==> src/rtl/fjsp_pkg.sv <==
// Types and constants of the flat JSON string pair parser.
`default_nettype none

package fjsp_pkg;

    localparam int RES_MAX = 6;   // most results one input word can cause
    localparam int Q_DEPTH = 8;   // result queue entries
    localparam int Q_AW    = 3;   // result queue address width
    localparam int Q_CW    = 4;   // result queue fill count width

    typedef enum logic [2:0] {
        EV_DATA    = 3'd0,
        EV_KEY_END = 3'd1,
        EV_VAL_END = 3'd2,
        EV_DONE    = 3'd3,
        EV_ERROR   = 3'd4
    } t_event;

    typedef enum logic [3:0] {
        PH_START,
        PH_BOM,
        PH_PRE,
        PH_OPEN,
        PH_STR,
        PH_COLON,
        PH_VALQ,
        PH_SEP,
        PH_COMMA,
        PH_IDLE
    } t_phase;

    typedef enum logic [2:0] {
        ESC_NONE,
        ESC_BS,
        ESC_HEX1,
        ESC_PEND,
        ESC_PEND_BS,
        ESC_HEX2
    } t_esc;

    typedef struct packed {
        logic [7:0] data_byte;
        logic       text_end;
    } t_in;

    typedef struct packed {
        t_event     event_res;
        logic [7:0] out_byte;
        logic       field_is_value;
        logic       last;
    } t_out;

    // All results of one input word, entry 0 first.
    typedef struct packed {
        logic [2:0]              cnt;
        t_out [RES_MAX-1:0]      ent;
    } t_res_list;

endpackage

`default_nettype wire

==> src/rtl/flat_json_string_pair_parser_top.sv <==
// Top level of the flat JSON string pair parser.
//
//  channel | direction | handshake                  | payload
//  --------+-----------+----------------------------+----------------------
//  in      | input     | i_in_valid / o_in_stall    | i_in_data  (t_in)
//  out     | output    | o_out_valid / i_out_stall  | o_out_data (t_out)
//
// One input word is taken per cycle unless o_in_stall is high; its step runs in the
// same cycle and its results (0 to 6) land in an 8-entry queue, which issues one
// word a cycle unless i_out_stall is high. Input stalls only while more than 2
// results wait, so words with at most one result stream at full rate; an escape
// expanding to more than one byte can stall the input, depending on queue fill.
// Reset is synchronous, active low, and empties the queue at once.
`default_nettype none

module flat_json_string_pair_parser_top (
    input  wire logic            i_clk,
    input  wire logic            i_rst_n,
    input  wire logic            i_in_valid,
    output logic                 o_in_stall,
    input  wire fjsp_pkg::t_in   i_in_data,
    output logic                 o_out_valid,
    input  wire logic            i_out_stall,
    output fjsp_pkg::t_out       o_out_data
);

    logic                 in_acc;
    logic                 out_pop;
    logic                 q_full;
    fjsp_pkg::t_res_list  list;

    assign o_in_stall = q_full;
    assign in_acc     = i_in_valid && !q_full;
    assign out_pop    = o_out_valid && !i_out_stall;

    fjsp_parser u_parser (
        .i_clk    (i_clk),
        .i_rst_n  (i_rst_n),
        .i_accept (in_acc),
        .i_item   (i_in_data),
        .o_list   (list)
    );

    fjsp_resq u_resq (
        .i_clk   (i_clk),
        .i_rst_n (i_rst_n),
        .i_push  (in_acc),
        .i_list  (list),
        .i_pop   (out_pop),
        .o_valid (o_out_valid),
        .o_full  (q_full),
        .o_data  (o_out_data)
    );

endmodule

`default_nettype wire

==> src/rtl/fjsp_parser.sv <==
// Parser state and the one-word step that builds the result list.
`default_nettype none

module fjsp_parser (
    input  wire logic               i_clk,
    input  wire logic               i_rst_n,
    input  wire logic               i_accept,
    input  wire fjsp_pkg::t_in      i_item,
    output fjsp_pkg::t_res_list     o_list
);

    typedef struct packed {
        logic [2:0]      len;
        logic [3:0][7:0] b;
    } t_utf8;

    function automatic t_utf8 utf8_enc(input logic [20:0] cp);
        t_utf8 r;
        r = '0;
        if (cp < 21'h80) begin
            r.len  = 3'd1;
            r.b[0] = cp[7:0];
        end else if (cp < 21'h800) begin
            r.len  = 3'd2;
            r.b[0] = {3'b110, cp[10:6]};
            r.b[1] = {2'b10, cp[5:0]};
        end else if (cp < 21'h10000) begin
            r.len  = 3'd3;
            r.b[0] = {4'b1110, cp[15:12]};
            r.b[1] = {2'b10, cp[11:6]};
            r.b[2] = {2'b10, cp[5:0]};
        end else begin
            r.len  = 3'd4;
            r.b[0] = {5'b11110, cp[20:18]};
            r.b[1] = {2'b10, cp[17:12]};
            r.b[2] = {2'b10, cp[11:6]};
            r.b[3] = {2'b10, cp[5:0]};
        end
        return r;
    endfunction

    // bit 4 set: valid hex digit, value in bits 3:0
    function automatic logic [4:0] hex_val(input logic [7:0] c);
        logic [4:0] r;
        r = '0;
        if (c >= "0" && c <= "9") begin
            r = {1'b1, 4'(c - 8'h30)};
        end else if (c >= "a" && c <= "f") begin
            r = {1'b1, 4'(c - 8'h57)};
        end else if (c >= "A" && c <= "F") begin
            r = {1'b1, 4'(c - 8'h37)};
        end
        return r;
    endfunction

    function automatic logic is_ws(input logic [7:0] c);
        return (c == 8'h20) || (c == 8'h09) || (c == 8'h0D) || (c == 8'h0A);
    endfunction

    fjsp_pkg::t_phase r_phase, n_phase;
    fjsp_pkg::t_esc   r_esc, n_esc;
    logic [1:0]       r_bom, n_bom;
    logic             r_inval, n_inval;
    logic [1:0]       r_hex, n_hex;
    logic [15:0]      r_acc, n_acc;
    logic [9:0]       r_pend, n_pend;
    logic             r_fin, n_fin;
    logic             r_err, n_err;

    always_ff @(posedge i_clk) begin
        if (!i_rst_n) begin
            r_phase <= fjsp_pkg::PH_START;
            r_esc   <= fjsp_pkg::ESC_NONE;
            r_bom   <= '0;
            r_inval <= 1'b0;
            r_hex   <= '0;
            r_acc   <= '0;
            r_pend  <= '0;
            r_fin   <= 1'b0;
            r_err   <= 1'b0;
        end else if (i_accept) begin
            r_phase <= n_phase;
            r_esc   <= n_esc;
            r_bom   <= n_bom;
            r_inval <= n_inval;
            r_hex   <= n_hex;
            r_acc   <= n_acc;
            r_pend  <= n_pend;
            r_fin   <= n_fin;
            r_err   <= n_err;
        end
    end

    // Results of a step: optional lone-high prefix, then at most one main part.
    logic                 pf;
    logic                 mk_byte, mk_ev, mk_cp;
    logic [7:0]           m_byte;
    fjsp_pkg::t_event     m_ev;
    logic                 m_fv;
    logic [20:0]          m_cp;
    logic                 do_plain, do_escape;
    logic [7:0]           c;
    logic [4:0]           hv;
    logic [15:0]          acc_n;
    logic [7:0]           esc_v;

    always_comb begin
        n_phase   = r_phase;
        n_esc     = r_esc;
        n_bom     = r_bom;
        n_inval   = r_inval;
        n_hex     = r_hex;
        n_acc     = r_acc;
        n_pend    = r_pend;
        n_fin     = r_fin;
        n_err     = r_err;
        pf        = 1'b0;
        mk_byte   = 1'b0;
        mk_ev     = 1'b0;
        mk_cp     = 1'b0;
        m_byte    = '0;
        m_ev      = fjsp_pkg::EV_ERROR;
        m_fv      = 1'b0;
        m_cp      = '0;
        do_plain  = 1'b0;
        do_escape = 1'b0;
        esc_v     = '0;
        c         = i_item.data_byte;
        hv        = hex_val(c);
        acc_n     = {r_acc[11:0], hv[3:0]};

        if (i_item.text_end) begin
            if (!r_fin && !r_err) begin
                mk_ev = 1'b1;
                m_ev  = fjsp_pkg::EV_ERROR;
            end
            n_phase = fjsp_pkg::PH_START;
            n_esc   = fjsp_pkg::ESC_NONE;
            n_bom   = '0;
            n_inval = 1'b0;
            n_hex   = '0;
            n_acc   = '0;
            n_pend  = '0;
            n_fin   = 1'b0;
            n_err   = 1'b0;
        end else begin
            case (r_phase)
                fjsp_pkg::PH_START: begin
                    if (c == 8'hEF) begin
                        n_bom   = 2'd1;
                        n_phase = fjsp_pkg::PH_BOM;
                    end else if (is_ws(c)) begin
                        n_phase = fjsp_pkg::PH_PRE;
                    end else if (c == "{") begin
                        n_phase = fjsp_pkg::PH_OPEN;
                    end else begin
                        mk_ev = 1'b1;
                    end
                end
                fjsp_pkg::PH_BOM: begin
                    if (r_bom == 2'd1 && c == 8'hBB) begin
                        n_bom = 2'd2;
                    end else if (r_bom == 2'd2 && c == 8'hBF) begin
                        n_bom   = 2'd3;
                        n_phase = fjsp_pkg::PH_PRE;
                    end else begin
                        mk_ev = 1'b1;
                    end
                end
                fjsp_pkg::PH_PRE: begin
                    if (c == "{") begin
                        n_phase = fjsp_pkg::PH_OPEN;
                    end else if (!is_ws(c)) begin
                        mk_ev = 1'b1;
                    end
                end
                fjsp_pkg::PH_OPEN: begin
                    if (c == "}") begin
                        n_fin   = 1'b1;
                        n_phase = fjsp_pkg::PH_IDLE;
                        mk_ev   = 1'b1;
                        m_ev    = fjsp_pkg::EV_DONE;
                    end else if (c == "\"") begin
                        n_inval = 1'b0;
                        n_esc   = fjsp_pkg::ESC_NONE;
                        n_phase = fjsp_pkg::PH_STR;
                    end else if (!is_ws(c)) begin
                        mk_ev = 1'b1;
                    end
                end
                fjsp_pkg::PH_COLON: begin
                    if (c == ":") begin
                        n_phase = fjsp_pkg::PH_VALQ;
                    end else if (!is_ws(c)) begin
                        mk_ev = 1'b1;
                    end
                end
                fjsp_pkg::PH_VALQ: begin
                    if (c == "\"") begin
                        n_inval = 1'b1;
                        n_esc   = fjsp_pkg::ESC_NONE;
                        n_phase = fjsp_pkg::PH_STR;
                    end else if (!is_ws(c)) begin
                        mk_ev = 1'b1;
                    end
                end
                fjsp_pkg::PH_SEP: begin
                    if (c == ",") begin
                        n_phase = fjsp_pkg::PH_COMMA;
                    end else if (c == "}") begin
                        n_fin   = 1'b1;
                        n_phase = fjsp_pkg::PH_IDLE;
                        mk_ev   = 1'b1;
                        m_ev    = fjsp_pkg::EV_DONE;
                    end else if (!is_ws(c)) begin
                        mk_ev = 1'b1;
                    end
                end
                fjsp_pkg::PH_COMMA: begin
                    if (c == "\"") begin
                        n_inval = 1'b0;
                        n_esc   = fjsp_pkg::ESC_NONE;
                        n_phase = fjsp_pkg::PH_STR;
                    end else if (!is_ws(c)) begin
                        mk_ev = 1'b1;
                    end
                end
                fjsp_pkg::PH_STR: begin
                    case (r_esc)
                        fjsp_pkg::ESC_NONE: begin
                            do_plain = 1'b1;
                        end
                        fjsp_pkg::ESC_BS: begin
                            do_escape = 1'b1;
                        end
                        fjsp_pkg::ESC_HEX1, fjsp_pkg::ESC_HEX2: begin
                            if (!hv[4]) begin
                                mk_ev = 1'b1;
                            end else begin
                                n_acc = acc_n;
                                n_hex = r_hex + 2'd1;
                                if (r_hex == 2'd3) begin
                                    if (r_esc == fjsp_pkg::ESC_HEX2
                                        && acc_n[15:10] == 6'b110111) begin
                                        // surrogate pair
                                        mk_cp  = 1'b1;
                                        m_cp   = 21'(21'h10000 + {r_pend, acc_n[9:0]});
                                        n_pend = '0;
                                        n_esc  = fjsp_pkg::ESC_NONE;
                                    end else begin
                                        pf = (r_esc == fjsp_pkg::ESC_HEX2);
                                        if (acc_n[15:10] == 6'b110110) begin
                                            n_pend = acc_n[9:0];
                                            n_esc  = fjsp_pkg::ESC_PEND;
                                        end else begin
                                            n_pend = '0;
                                            mk_cp  = 1'b1;
                                            m_cp   = {5'd0, acc_n};
                                            n_esc  = fjsp_pkg::ESC_NONE;
                                        end
                                    end
                                end
                            end
                        end
                        fjsp_pkg::ESC_PEND: begin
                            if (c == "\\") begin
                                n_esc = fjsp_pkg::ESC_PEND_BS;
                            end else begin
                                pf       = 1'b1;
                                n_pend   = '0;
                                n_esc    = fjsp_pkg::ESC_NONE;
                                do_plain = 1'b1;
                            end
                        end
                        fjsp_pkg::ESC_PEND_BS: begin
                            if (c == "u") begin
                                n_esc = fjsp_pkg::ESC_HEX2;
                                n_hex = '0;
                                n_acc = '0;
                            end else begin
                                pf        = 1'b1;
                                n_pend    = '0;
                                do_escape = 1'b1;
                            end
                        end
                        default: begin
                            mk_ev = 1'b1;
                        end
                    endcase

                    if (do_plain) begin
                        if (c == "\"") begin
                            n_esc = fjsp_pkg::ESC_NONE;
                            mk_ev = 1'b1;
                            m_fv  = r_inval;
                            if (r_inval) begin
                                m_ev    = fjsp_pkg::EV_VAL_END;
                                n_phase = fjsp_pkg::PH_SEP;
                            end else begin
                                m_ev    = fjsp_pkg::EV_KEY_END;
                                n_phase = fjsp_pkg::PH_COLON;
                            end
                        end else if (c == "\\") begin
                            n_esc = fjsp_pkg::ESC_BS;
                        end else begin
                            mk_byte = 1'b1;
                            m_byte  = c;
                        end
                    end

                    if (do_escape) begin
                        n_esc   = fjsp_pkg::ESC_NONE;
                        mk_byte = 1'b1;
                        case (c)
                            "\"", "\\", "/": esc_v = c;
                            "n":             esc_v = 8'h0A;
                            "t":             esc_v = 8'h09;
                            "r":             esc_v = 8'h0D;
                            "b":             esc_v = 8'h08;
                            "f":             esc_v = 8'h0C;
                            "u": begin
                                mk_byte = 1'b0;
                                n_esc   = fjsp_pkg::ESC_HEX1;
                                n_hex   = '0;
                                n_acc   = '0;
                            end
                            default: begin
                                mk_byte = 1'b0;
                                mk_ev   = 1'b1;
                            end
                        endcase
                        m_byte = esc_v;
                    end
                end
                default: begin
                end
            endcase

            // syntax error: every error path of a step lands here, but for the one at text end
            if (mk_ev && m_ev == fjsp_pkg::EV_ERROR) begin
                n_err   = 1'b1;
                n_phase = fjsp_pkg::PH_IDLE;
                n_esc   = fjsp_pkg::ESC_NONE;
            end
        end
    end

    // Assemble the result list.
    t_utf8      pre_enc, main_enc;
    logic [2:0] off, mlen, cnt, j;

    always_comb begin
        pre_enc  = utf8_enc({5'd0, 6'b110110, r_pend});
        main_enc = utf8_enc(m_cp);
        off      = pf ? 3'd3 : 3'd0;
        mlen     = mk_cp ? main_enc.len : ((mk_byte || mk_ev) ? 3'd1 : 3'd0);
        cnt      = off + mlen;
        o_list.cnt = cnt;
        for (int k = 0; k < fjsp_pkg::RES_MAX; k++) begin
            j = 3'(k) - off;
            o_list.ent[k] = '0;
            if (pf && k < 3) begin
                o_list.ent[k].event_res      = fjsp_pkg::EV_DATA;
                o_list.ent[k].out_byte       = pre_enc.b[k];
                o_list.ent[k].field_is_value = r_inval;
            end else if (mk_cp) begin
                o_list.ent[k].event_res      = fjsp_pkg::EV_DATA;
                o_list.ent[k].out_byte       = main_enc.b[j[1:0]];
                o_list.ent[k].field_is_value = r_inval;
            end else if (mk_byte) begin
                o_list.ent[k].event_res      = fjsp_pkg::EV_DATA;
                o_list.ent[k].out_byte       = m_byte;
                o_list.ent[k].field_is_value = r_inval;
            end else begin
                o_list.ent[k].event_res      = m_ev;
                o_list.ent[k].field_is_value = m_fv;
            end
            o_list.ent[k].last = (3'(k) == cnt - 3'd1);
        end
    end

endmodule

`default_nettype wire

==> src/rtl/fjsp_resq.sv <==
// Result queue: takes a list of up to six words at once, hands out one a cycle while not stalled.
`default_nettype none

module fjsp_resq (
    input  wire logic                i_clk,
    input  wire logic                i_rst_n,
    input  wire logic                i_push,
    input  wire fjsp_pkg::t_res_list i_list,
    input  wire logic                i_pop,
    output logic                     o_valid,
    output logic                     o_full,
    output fjsp_pkg::t_out           o_data
);

    fjsp_pkg::t_out                  r_mem [fjsp_pkg::Q_DEPTH];
    logic [fjsp_pkg::Q_AW-1:0]       r_wr, r_rd, n_wr, n_rd;
    logic [fjsp_pkg::Q_CW-1:0]       r_cnt, n_cnt;
    logic [2:0]                      push_n;

    assign push_n  = i_push ? i_list.cnt : 3'd0;
    assign n_wr    = r_wr + fjsp_pkg::Q_AW'(push_n);
    assign n_rd    = r_rd + fjsp_pkg::Q_AW'(i_pop);
    assign n_cnt   = r_cnt + fjsp_pkg::Q_CW'(push_n) - fjsp_pkg::Q_CW'(i_pop);
    assign o_valid = (r_cnt != '0);
    // room must remain for a full list from the next word
    assign o_full  = (r_cnt > fjsp_pkg::Q_CW'(fjsp_pkg::Q_DEPTH - fjsp_pkg::RES_MAX));
    assign o_data  = r_mem[r_rd];

    always_ff @(posedge i_clk) begin
        if (!i_rst_n) begin
            r_wr  <= '0;
            r_rd  <= '0;
            r_cnt <= '0;
        end else begin
            r_wr  <= n_wr;
            r_rd  <= n_rd;
            r_cnt <= n_cnt;
        end
    end

    always_ff @(posedge i_clk) begin
        for (int k = 0; k < fjsp_pkg::RES_MAX; k++) begin
            if (3'(k) < push_n) begin
                r_mem[r_wr + fjsp_pkg::Q_AW'(k)] <= i_list.ent[k];
            end
        end
    end

endmodule

`default_nettype wire

==> config.mk <==
export PLATFORM = sky130hd
export DESIGN_NAME = flat_json_string_pair_parser_top
export DESIGN_NICKNAME = d
export VERILOG_FILES = /design/src/rtl/fjsp_pkg.sv /design/src/rtl/flat_json_string_pair_parser_top.sv /design/src/rtl/fjsp_parser.sv /design/src/rtl/fjsp_resq.sv
export SDC_FILE = /design/constraint.sdc
export NUM_CORES = 1
export LEC_CHECK = 0
export BUFFER_PORTS_ARGS = -buffer_cell sky130_fd_sc_hd__buf_2
export CAP_MARGIN = 30
export CORE_MARGIN = 2
export CORE_UTILIZATION = 50
export CTS_CLUSTER_DIAMETER = 150
export DETAILED_ROUTE_END_ITERATION = 8
export PLACE_DENSITY = 0.73
export SETUP_SLACK_MARGIN = 0.3
export SLEW_MARGIN = 40
export SYNTH_ARGS = -nofsm -noshare
export SYNTH_HDL_FRONTEND = slang
export SYNTH_SLANG_ARGS = --single-unit
export TNS_END_PERCENT = 20
==> constraint.sdc <==
create_clock -name i_clk -period 9.5 [get_ports i_clk]
set_clock_uncertainty 0.1 [all_clocks]
set_input_delay 1.9 -clock i_clk [delete_from_list [all_inputs] [get_ports i_clk]]
set_output_delay 1.9 -clock i_clk [all_outputs]
set_load 0.02 [all_outputs]
======== Yosys cells after proc, flatten, opt, wreduce, memory -nomap -nowiden ========
Memories as Yosys holds them, arrays and structs flattened. A register that Yosys moved wholly into a read port is not among the register bits.
Index checks and enable logic that the tools add are counted.
operators by class
  $lt $le $gt $ge ......................... 22
  reduce and logical (&&, ||, !) cells .... 44
  multiplexer cells ....................... 200
  $add $sub $neg .......................... 22
  eq/ne operators ......................... 60
operators by type and width
  kind                                                                     count
  16-bit 2-to-1 mux                                                        9
  21-bit 2-to-1 mux                                                        6
  8-bit 2-to-1 mux                                                         15
  12-bit 2-to-1 mux                                                        9
  8-bit binary-select mux with 2-bit select                                6
  10-bit 2-to-1 mux                                                        8
  3-bit 2-to-1 mux                                                         26
  8-bit by 7-bit == test with 1-bit output (second input constant)         9
  1-bit 2-to-1 mux                                                         71
  4-bit 2-to-1 mux                                                         14
  8-bit case mux with 6 select lines                                       1
  8-bit by 6-bit == test with 1-bit output (second input constant)         5
  16-bit case mux with 2 select lines                                      1
  4-bit case mux with 8 select lines                                       1
  2-bit 2-to-1 mux                                                         15
  10-bit case mux with 3 select lines                                      1
  3-bit case mux with 3 select lines                                       3
  8-bit by 4-bit == test with 1-bit output (second input constant)         3
  8-bit == test (second input constant)                                    3
  24-bit 2-to-1 mux                                                        1
  22-bit 2-to-1 mux                                                        1
  17-bit by 20-bit adder with 21-bit output (first input constant)         1
  21-bit by 12-bit < comparator with 1-bit output (second input constant)  1
  21-bit by 17-bit < comparator with 1-bit output (second input constant)  1
  other kinds (66)                                                         137
word-level totals
  output and inout bits ................... 15
  flip-flop bits (word level) ............. 50
  RAM bits ................................ 104
  bits of input ports ..................... 13
  memories ................................ 1
memories
  memory        depth  bits a word  rd ports  clocked after memory_dff  wr ports  RTL line         RTL
  u_resq.r_mem  8      13           1         1                         6         fjsp_resq.sv:15  fjsp_pkg::t_out r_mem [fjsp_pkg::Q_DEPTH];

======== Longest topological paths before layout ========
  depth in word-level cells ............... 22
  depth in mapped cells ................... 22
  gate-level depth less buffers ........... 20

======== Hierarchy ========
A second synthesis with hierarchy kept.
unflattened totals
  cells, all modules ...................... 1,806
  area, all modules ....................... 15,004.4 µm²
modules (own cells, without submodules)
  module                            area each (µm²)  cells an instance  sequential area each (µm²)  times used
  fjsp_resq                         10,058.4         1,089              3,323.2                     1
  fjsp_parser                       4,918.5          715                720.7                       1
  flat_json_string_pair_parser_top  27.5             2                  0.0                         1

======== Least setup slack after synthesis ========
Ideal clock, no wire load.
  path type ............................... input port to flip-flop
  start ................................... in i_in_data[5] in the netlist's numbering
  end ..................................... mem u_resq.r_mem[1][0] in the netlist's numbering (enable)
  library setup time ...................... 388 ps
  data required time ...................... 9,012 ps
  path slack .............................. 2,927 ps
  stages on the path ...................... 19
  buffers on the path ..................... 3
  data arrival time ....................... 6,085 ps
  cells stage by stage .................... clkbuf_1 > nor4b_2 > nand2_1 > o311a_1 > a41oi_1 > o211a_1 > o21ai_0 > o21ai_0 > a21oi_1 > ha_1 > fa_1 > clkbuf_1 > buf_1 > nand2_1 > nor2_1 > nand3_1 > nand2_1 > nor2_1 > o211ai_1
RTL lines
  item         RTL line                                RTL
  from (decl)  flat_json_string_pair_parser_top.sv:21  input wire fjsp_pkg::t_in i_in_data,
  to (decl)    fjsp_resq.sv:15

==> out/summary.txt <==
CRITICAL PATH
------------------------------------------------------------------------------------------
Worst reg2reg setup slack ...................................................      2.53 ns
Reg-to-reg critical path endpoint ........................................... u_resq.r_mem[6][11]
Beginning of the worst register-to-register path ............................ u_parser.r_esc[2]
Critical Setup Path Class ...................................................       in2reg
Cell-by-cell trace of the critical path ..................................... buf_2 -> inv_1 -> ha_1 -> o21ba_2 -> o21ai_1 -> a311oi_1 -> a21oi_1 -> a221oi_1 -> o21ai_0 -> o21ai_0 -> a21oi_1 -> ha_1 -> fa_1 -> xnor2_4 -> buf_4 -> nor3_2 -> buf_4 -> nor3_1 -> o211ai_1 -> buf_2
Crit path capture type ......................................................    flip-flop
Crit Path Max Fanout ........................................................           25
Crit start category .........................................................    input pin
Biggest cell delay along the critical path ..................................      0.73 ns
Worst Reg2Reg Path Length in Cells ..........................................           15
Critical path's slowest cell ................................................ sky130_fd_sc_hd__xnor2_4
Arrival time worst endpoint .................................................      7.84 ns
Required time of the worst setup path .......................................      9.58 ns

LOGIC SYNTHESIS
------------------------------------------------------------------------------------------
Total standard cell area after synthesis ....................................  0.0132 mm^2
Post-synthesis cell type count ..............................................           99
Seq/Total Area, Yosys .......................................................        0.305
Most frequently used flop master after synthesis ............................ sky130_fd_sc_hd__edfxtp_1
Cell taking the most area after synthesis ................................... sky130_fd_sc_hd__edfxtp_1
Net count after synthesis ...................................................         1598
Post-synth EDFFs ............................................................          104
Number of storage elements in the synthesis netlist .........................          150
Portion of synthesized cell area occupied by the leading cell type ..........        0.236
Proportion of synthesized flip-flops having asynchronous set or reset .......            0
Number of warnings reported in the yosys synthesis log ......................            0
Gate Count Post-Synth .......................................................         1563
Synth area leaders .......................................................... sky130_fd_sc_hd__edfxtp_1, sky130_fd_sc_hd__dfxtp_1, sky130_fd_sc_hd__mux4_2
Mean instance size in the synthesized netlist ...............................    8.47 um^2

STA
------------------------------------------------------------------------------------------
Worst Tran Pin Value ........................................................     0.940 ns
Hold violation total from the final report ..................................            0
Number of failing setup endpoints in the final timing report ................            0
Post-Route Hold Slack .......................................................     0.380 ns
Setup repair after global routing missed its margin .........................           no
Post-route setup slack ......................................................      1.74 ns
Highest Clock Rate ..........................................................      129 MHz
Setup Total Neg Slack .......................................................         0 ns
Slew HR .....................................................................        0.373
Final clock period utilization by the worst path ............................        0.817
Max Transition Viols Final ..................................................            0
Period minus WS final .......................................................      7.76 ns

FINAL LAYOUT
------------------------------------------------------------------------------------------
Area growth syn-to-layout ...................................................        10.1%
Area of combinational cells with multiple inputs ............................ 0.00881 mm^2
Filler cells ................................................................         2383
Area taken by flip-flops and latches ........................................ 0.00405 mm^2
Most used cells in the layout excluding fill and tap cells .................. sky130_fd_sc_hd__nor2_1, sky130_fd_sc_hd__nand2_1, sky130_fd_sc_hd__edfxtp_1, sky130_fd_sc_hd__o21ai_0, sky130_fd_sc_hd__a21oi_1
Most common cell after layout, fill and taps aside .......................... sky130_fd_sc_hd__nor2_1
Layout cells sized above 1 ..................................................        0.149
Final net count .............................................................         1595

PWR
------------------------------------------------------------------------------------------
Worst voltage drop across the vdd grid ......................................     0.218 mV
Leak ........................................................................   0.00487 uW
Power Density ...............................................................  150 mW/mm^2

RUN STATUS
------------------------------------------------------------------------------------------
Outcome ..................................................................... finished, violations left
Violated checks .............................................................          DRC

DRT
------------------------------------------------------------------------------------------
Routed WL per cell ..........................................................      32.1 um
Aggregate routed wire length ................................................     61200 um
Number of iterations in the first detailed-routing pass .....................            9
Overall via count from detail_route .........................................        14801
Number of antenna-violating nets in the routed design .......................            0
DRC errors left .............................................................           16
Via count normalized by instance count ......................................         7.75
Initial DRC count ...........................................................         3234

GLOBAL ROUTING
------------------------------------------------------------------------------------------
Vias in the first global route ..............................................        13406
First-pass GRT wire length ..................................................     89000 um
Initial antenna violation count .............................................            1
Global Route Usage Sum ......................................................        0.428
Aggregate global routing overflow ...........................................            0
Pin count of the biggest net entering global routing ........................           49

WORST HOLD PATH
------------------------------------------------------------------------------------------
Hold depth ..................................................................            2
Worst hold endpoint ......................................................... u_parser.r_fin
Hold/Removal Path Class .....................................................      reg2reg
Critical hold path startpoint ............................................... u_parser.r_fin

CLOCK TREE
------------------------------------------------------------------------------------------
Clock edge transition at the registers on the reported setup and hold paths .      0.07 ns
# resized after CTS .........................................................            0
TritonCTS clock tree ........................................................        built
Worst-skew pair later-pin latency ...........................................      0.45 ns
Largest buffer count on any clock path ......................................            2
Post-CTS setup buffer count .................................................            0
Clock buffer count from CTS .................................................           17
Number of H-tree branching levels ...........................................            4
Count of hold-fix buffers inserted at cts ...................................            0
Clk sinks ...................................................................          150
CTS Root Cell ............................................................... sky130_fd_sc_hd__clkbuf_16

PLACE
------------------------------------------------------------------------------------------
Detailed placement HPWL .....................................................     44000 um
GP Congestion ...............................................................         1.11
Post-Place Setup Slack ......................................................      1.55 ns
IO Port Bufs ................................................................           27

FLOORPLAN
------------------------------------------------------------------------------------------
Initial cell density of the core ............................................        0.508
Die width ...................................................................       167 um
Die Area ....................................................................  0.0278 mm^2
Floorplan Core Area .........................................................  0.0261 mm^2
Top-level port count ........................................................           28
Height of the chip ..........................................................       167 um
Number of cell rows .........................................................           59

RUN
------------------------------------------------------------------------------------------
Maximum capacitance violations ..............................................            0

-- worst max-delay path by stage --
stage / slack [ns] / from / endpoint
2_1_floorplan: 2.93 / i_in_data[5] / u_resq.r_mem[1][0]
3_3_place_gp: 1.71 / i_in_data[2] / u_resq.r_mem[6][0]
3_5_place_dp: 1.55 / i_in_data[2] / u_resq.r_mem[6][0]
4_1_cts: 1.98 / i_in_data[2] / u_resq.r_mem[6][6]
5_1_grt: 1.46 / i_in_data[2] / u_resq.r_mem[6][6]
6_report: 1.74 / i_in_data[2] / u_resq.r_mem[6][11]
-- cells in the mapped netlist, types with 7 or more instances --
cell	n
sky130_fd_sc_hd__o22ai_1	38
sky130_fd_sc_hd__or3_1	13
sky130_fd_sc_hd__and2_1	28
sky130_fd_sc_hd__a221oi_1	8
sky130_fd_sc_hd__a21oi_1	95
sky130_fd_sc_hd__xor2_1	7
sky130_fd_sc_hd__edfxtp_1	104
sky130_fd_sc_hd__o21ai_0	102
sky130_fd_sc_hd__a31oi_1	17
sky130_fd_sc_hd__buf_2	28
sky130_fd_sc_hd__clkbuf_1	62
sky130_fd_sc_hd__o21a_1	17
sky130_fd_sc_hd__o221ai_1	29
sky130_fd_sc_hd__nor4_1	13
sky130_fd_sc_hd__xnor2_1	11
sky130_fd_sc_hd__nand3_1	48
sky130_fd_sc_hd__or2_2	7
sky130_fd_sc_hd__o31ai_1	17
sky130_fd_sc_hd__a211oi_1	39
sky130_fd_sc_hd__o211ai_1	44
sky130_fd_sc_hd__nor2_1	141
sky130_fd_sc_hd__and3_1	9
sky130_fd_sc_hd__o21ai_1	25
sky130_fd_sc_hd__mux2i_1	17
sky130_fd_sc_hd__a21boi_0	13
sky130_fd_sc_hd__dfxtp_1	46
sky130_fd_sc_hd__nand4_1	12
sky130_fd_sc_hd__mux4_2	26
sky130_fd_sc_hd__nor3_1	50
sky130_fd_sc_hd__mux2_2	13
sky130_fd_sc_hd__inv_1	29
sky130_fd_sc_hd__nand2b_1	15
sky130_fd_sc_hd__nor2b_1	35
sky130_fd_sc_hd__or4_1	10
sky130_fd_sc_hd__buf_1	13
sky130_fd_sc_hd__ha_1	19
sky130_fd_sc_hd__a221o_1	8
sky130_fd_sc_hd__a21o_1	8
sky130_fd_sc_hd__o2111ai_1	7
sky130_fd_sc_hd__a211o_1	10
sky130_fd_sc_hd__nand2_1	127
sky130_fd_sc_hd__a22oi_1	57
-- state kept, by name (all words and copies together) (netlist names) --
name	cells
u_parser.r_acc	12
u_resq.r_cnt	4
u_parser.r_phase	4
u_parser.r_err	1
u_parser.r_bom	2
u_resq.r_rd	3
u_resq.r_mem	104
u_parser.r_hex	2
u_parser.r_inval	1
u_resq.r_wr	3
u_parser.r_fin	1
u_parser.r_esc	3
u_parser.r_pend	10
-- cell families (layout without fill, tap and decap cells) --
group | count (synthesis) | count (layout) | share of synthesized area
compound gates | 608 | 608 | 0.319
simple gates | 568 | 568 | 0.227
flops | 150 | 150 | 0.305
buf+inv | 140 | 150 | 0.0444
mux | 56 | 56 | 0.0681
fa+ha+maj | 22 | 22 | 0.0225
xor+xnor | 19 | 19 | 0.0131
other cells | 0 | 1 | 0
-- worst max-delay path, delay by kind of cell --
| kind | cells | cell delay (ns) |
|---|---|---|
| buffers and inverters | 5 | 1.26 |
| adder cells (fa/ha/maj) | 3 | 1.20 |
| XOR/XNOR | 1 | 0.73 |
| AO/OA/AOI/OAI | 9 | 2.16 |
| AND/OR/NAND/NOR | 2 | 0.56 |
-- where the power goes --
part           switching, uW  leakage (uW)  internal (uW)
logic                    422       0.00323            251
registers               67.0       0.00135            739
clock network            348      0.000289            356
-- layer usage --
metal | GRT usage | part of all wire | vias up
met5 | 0.0296 | 0.0033 | -
met4 | 0.180 | 0.058 | 6
met3 | 0.180 | 0.16 | 283
met2 | 0.584 | 0.39 | 1366
met1 | 0.591 | 0.39 | 6968
li1 | - | - | 6178
-- area by class of cell --
| type | count | share of cell area |
|---|---|---|
| clock buffer | 17 | 0.0292 |
| inverter | 31 | 0.00798 |
| sequential | 150 | 0.278 |
| multi-input combinational | 1273 | 0.605 |
| antenna | 1 | 0.000172 |
| clock inverter | 15 | 0.0120 |
| timing repair buffer | 87 | 0.0395 |
| tap | 335 | 0.0288 |
-- through the flow --
stage	cells	area, um^2	util	total power [uW]
floorplan	1563	13200	-	1260
global placement	1871	13800	0.530	1460
detailed placement	1876	14000	0.535	1480
CTS	1908	14600	0.559	2170
global route	1908	14600	0.559	2250
finish	1909	14600	0.559	2180
Note: power is estimated with default switching activity, not from simulation.
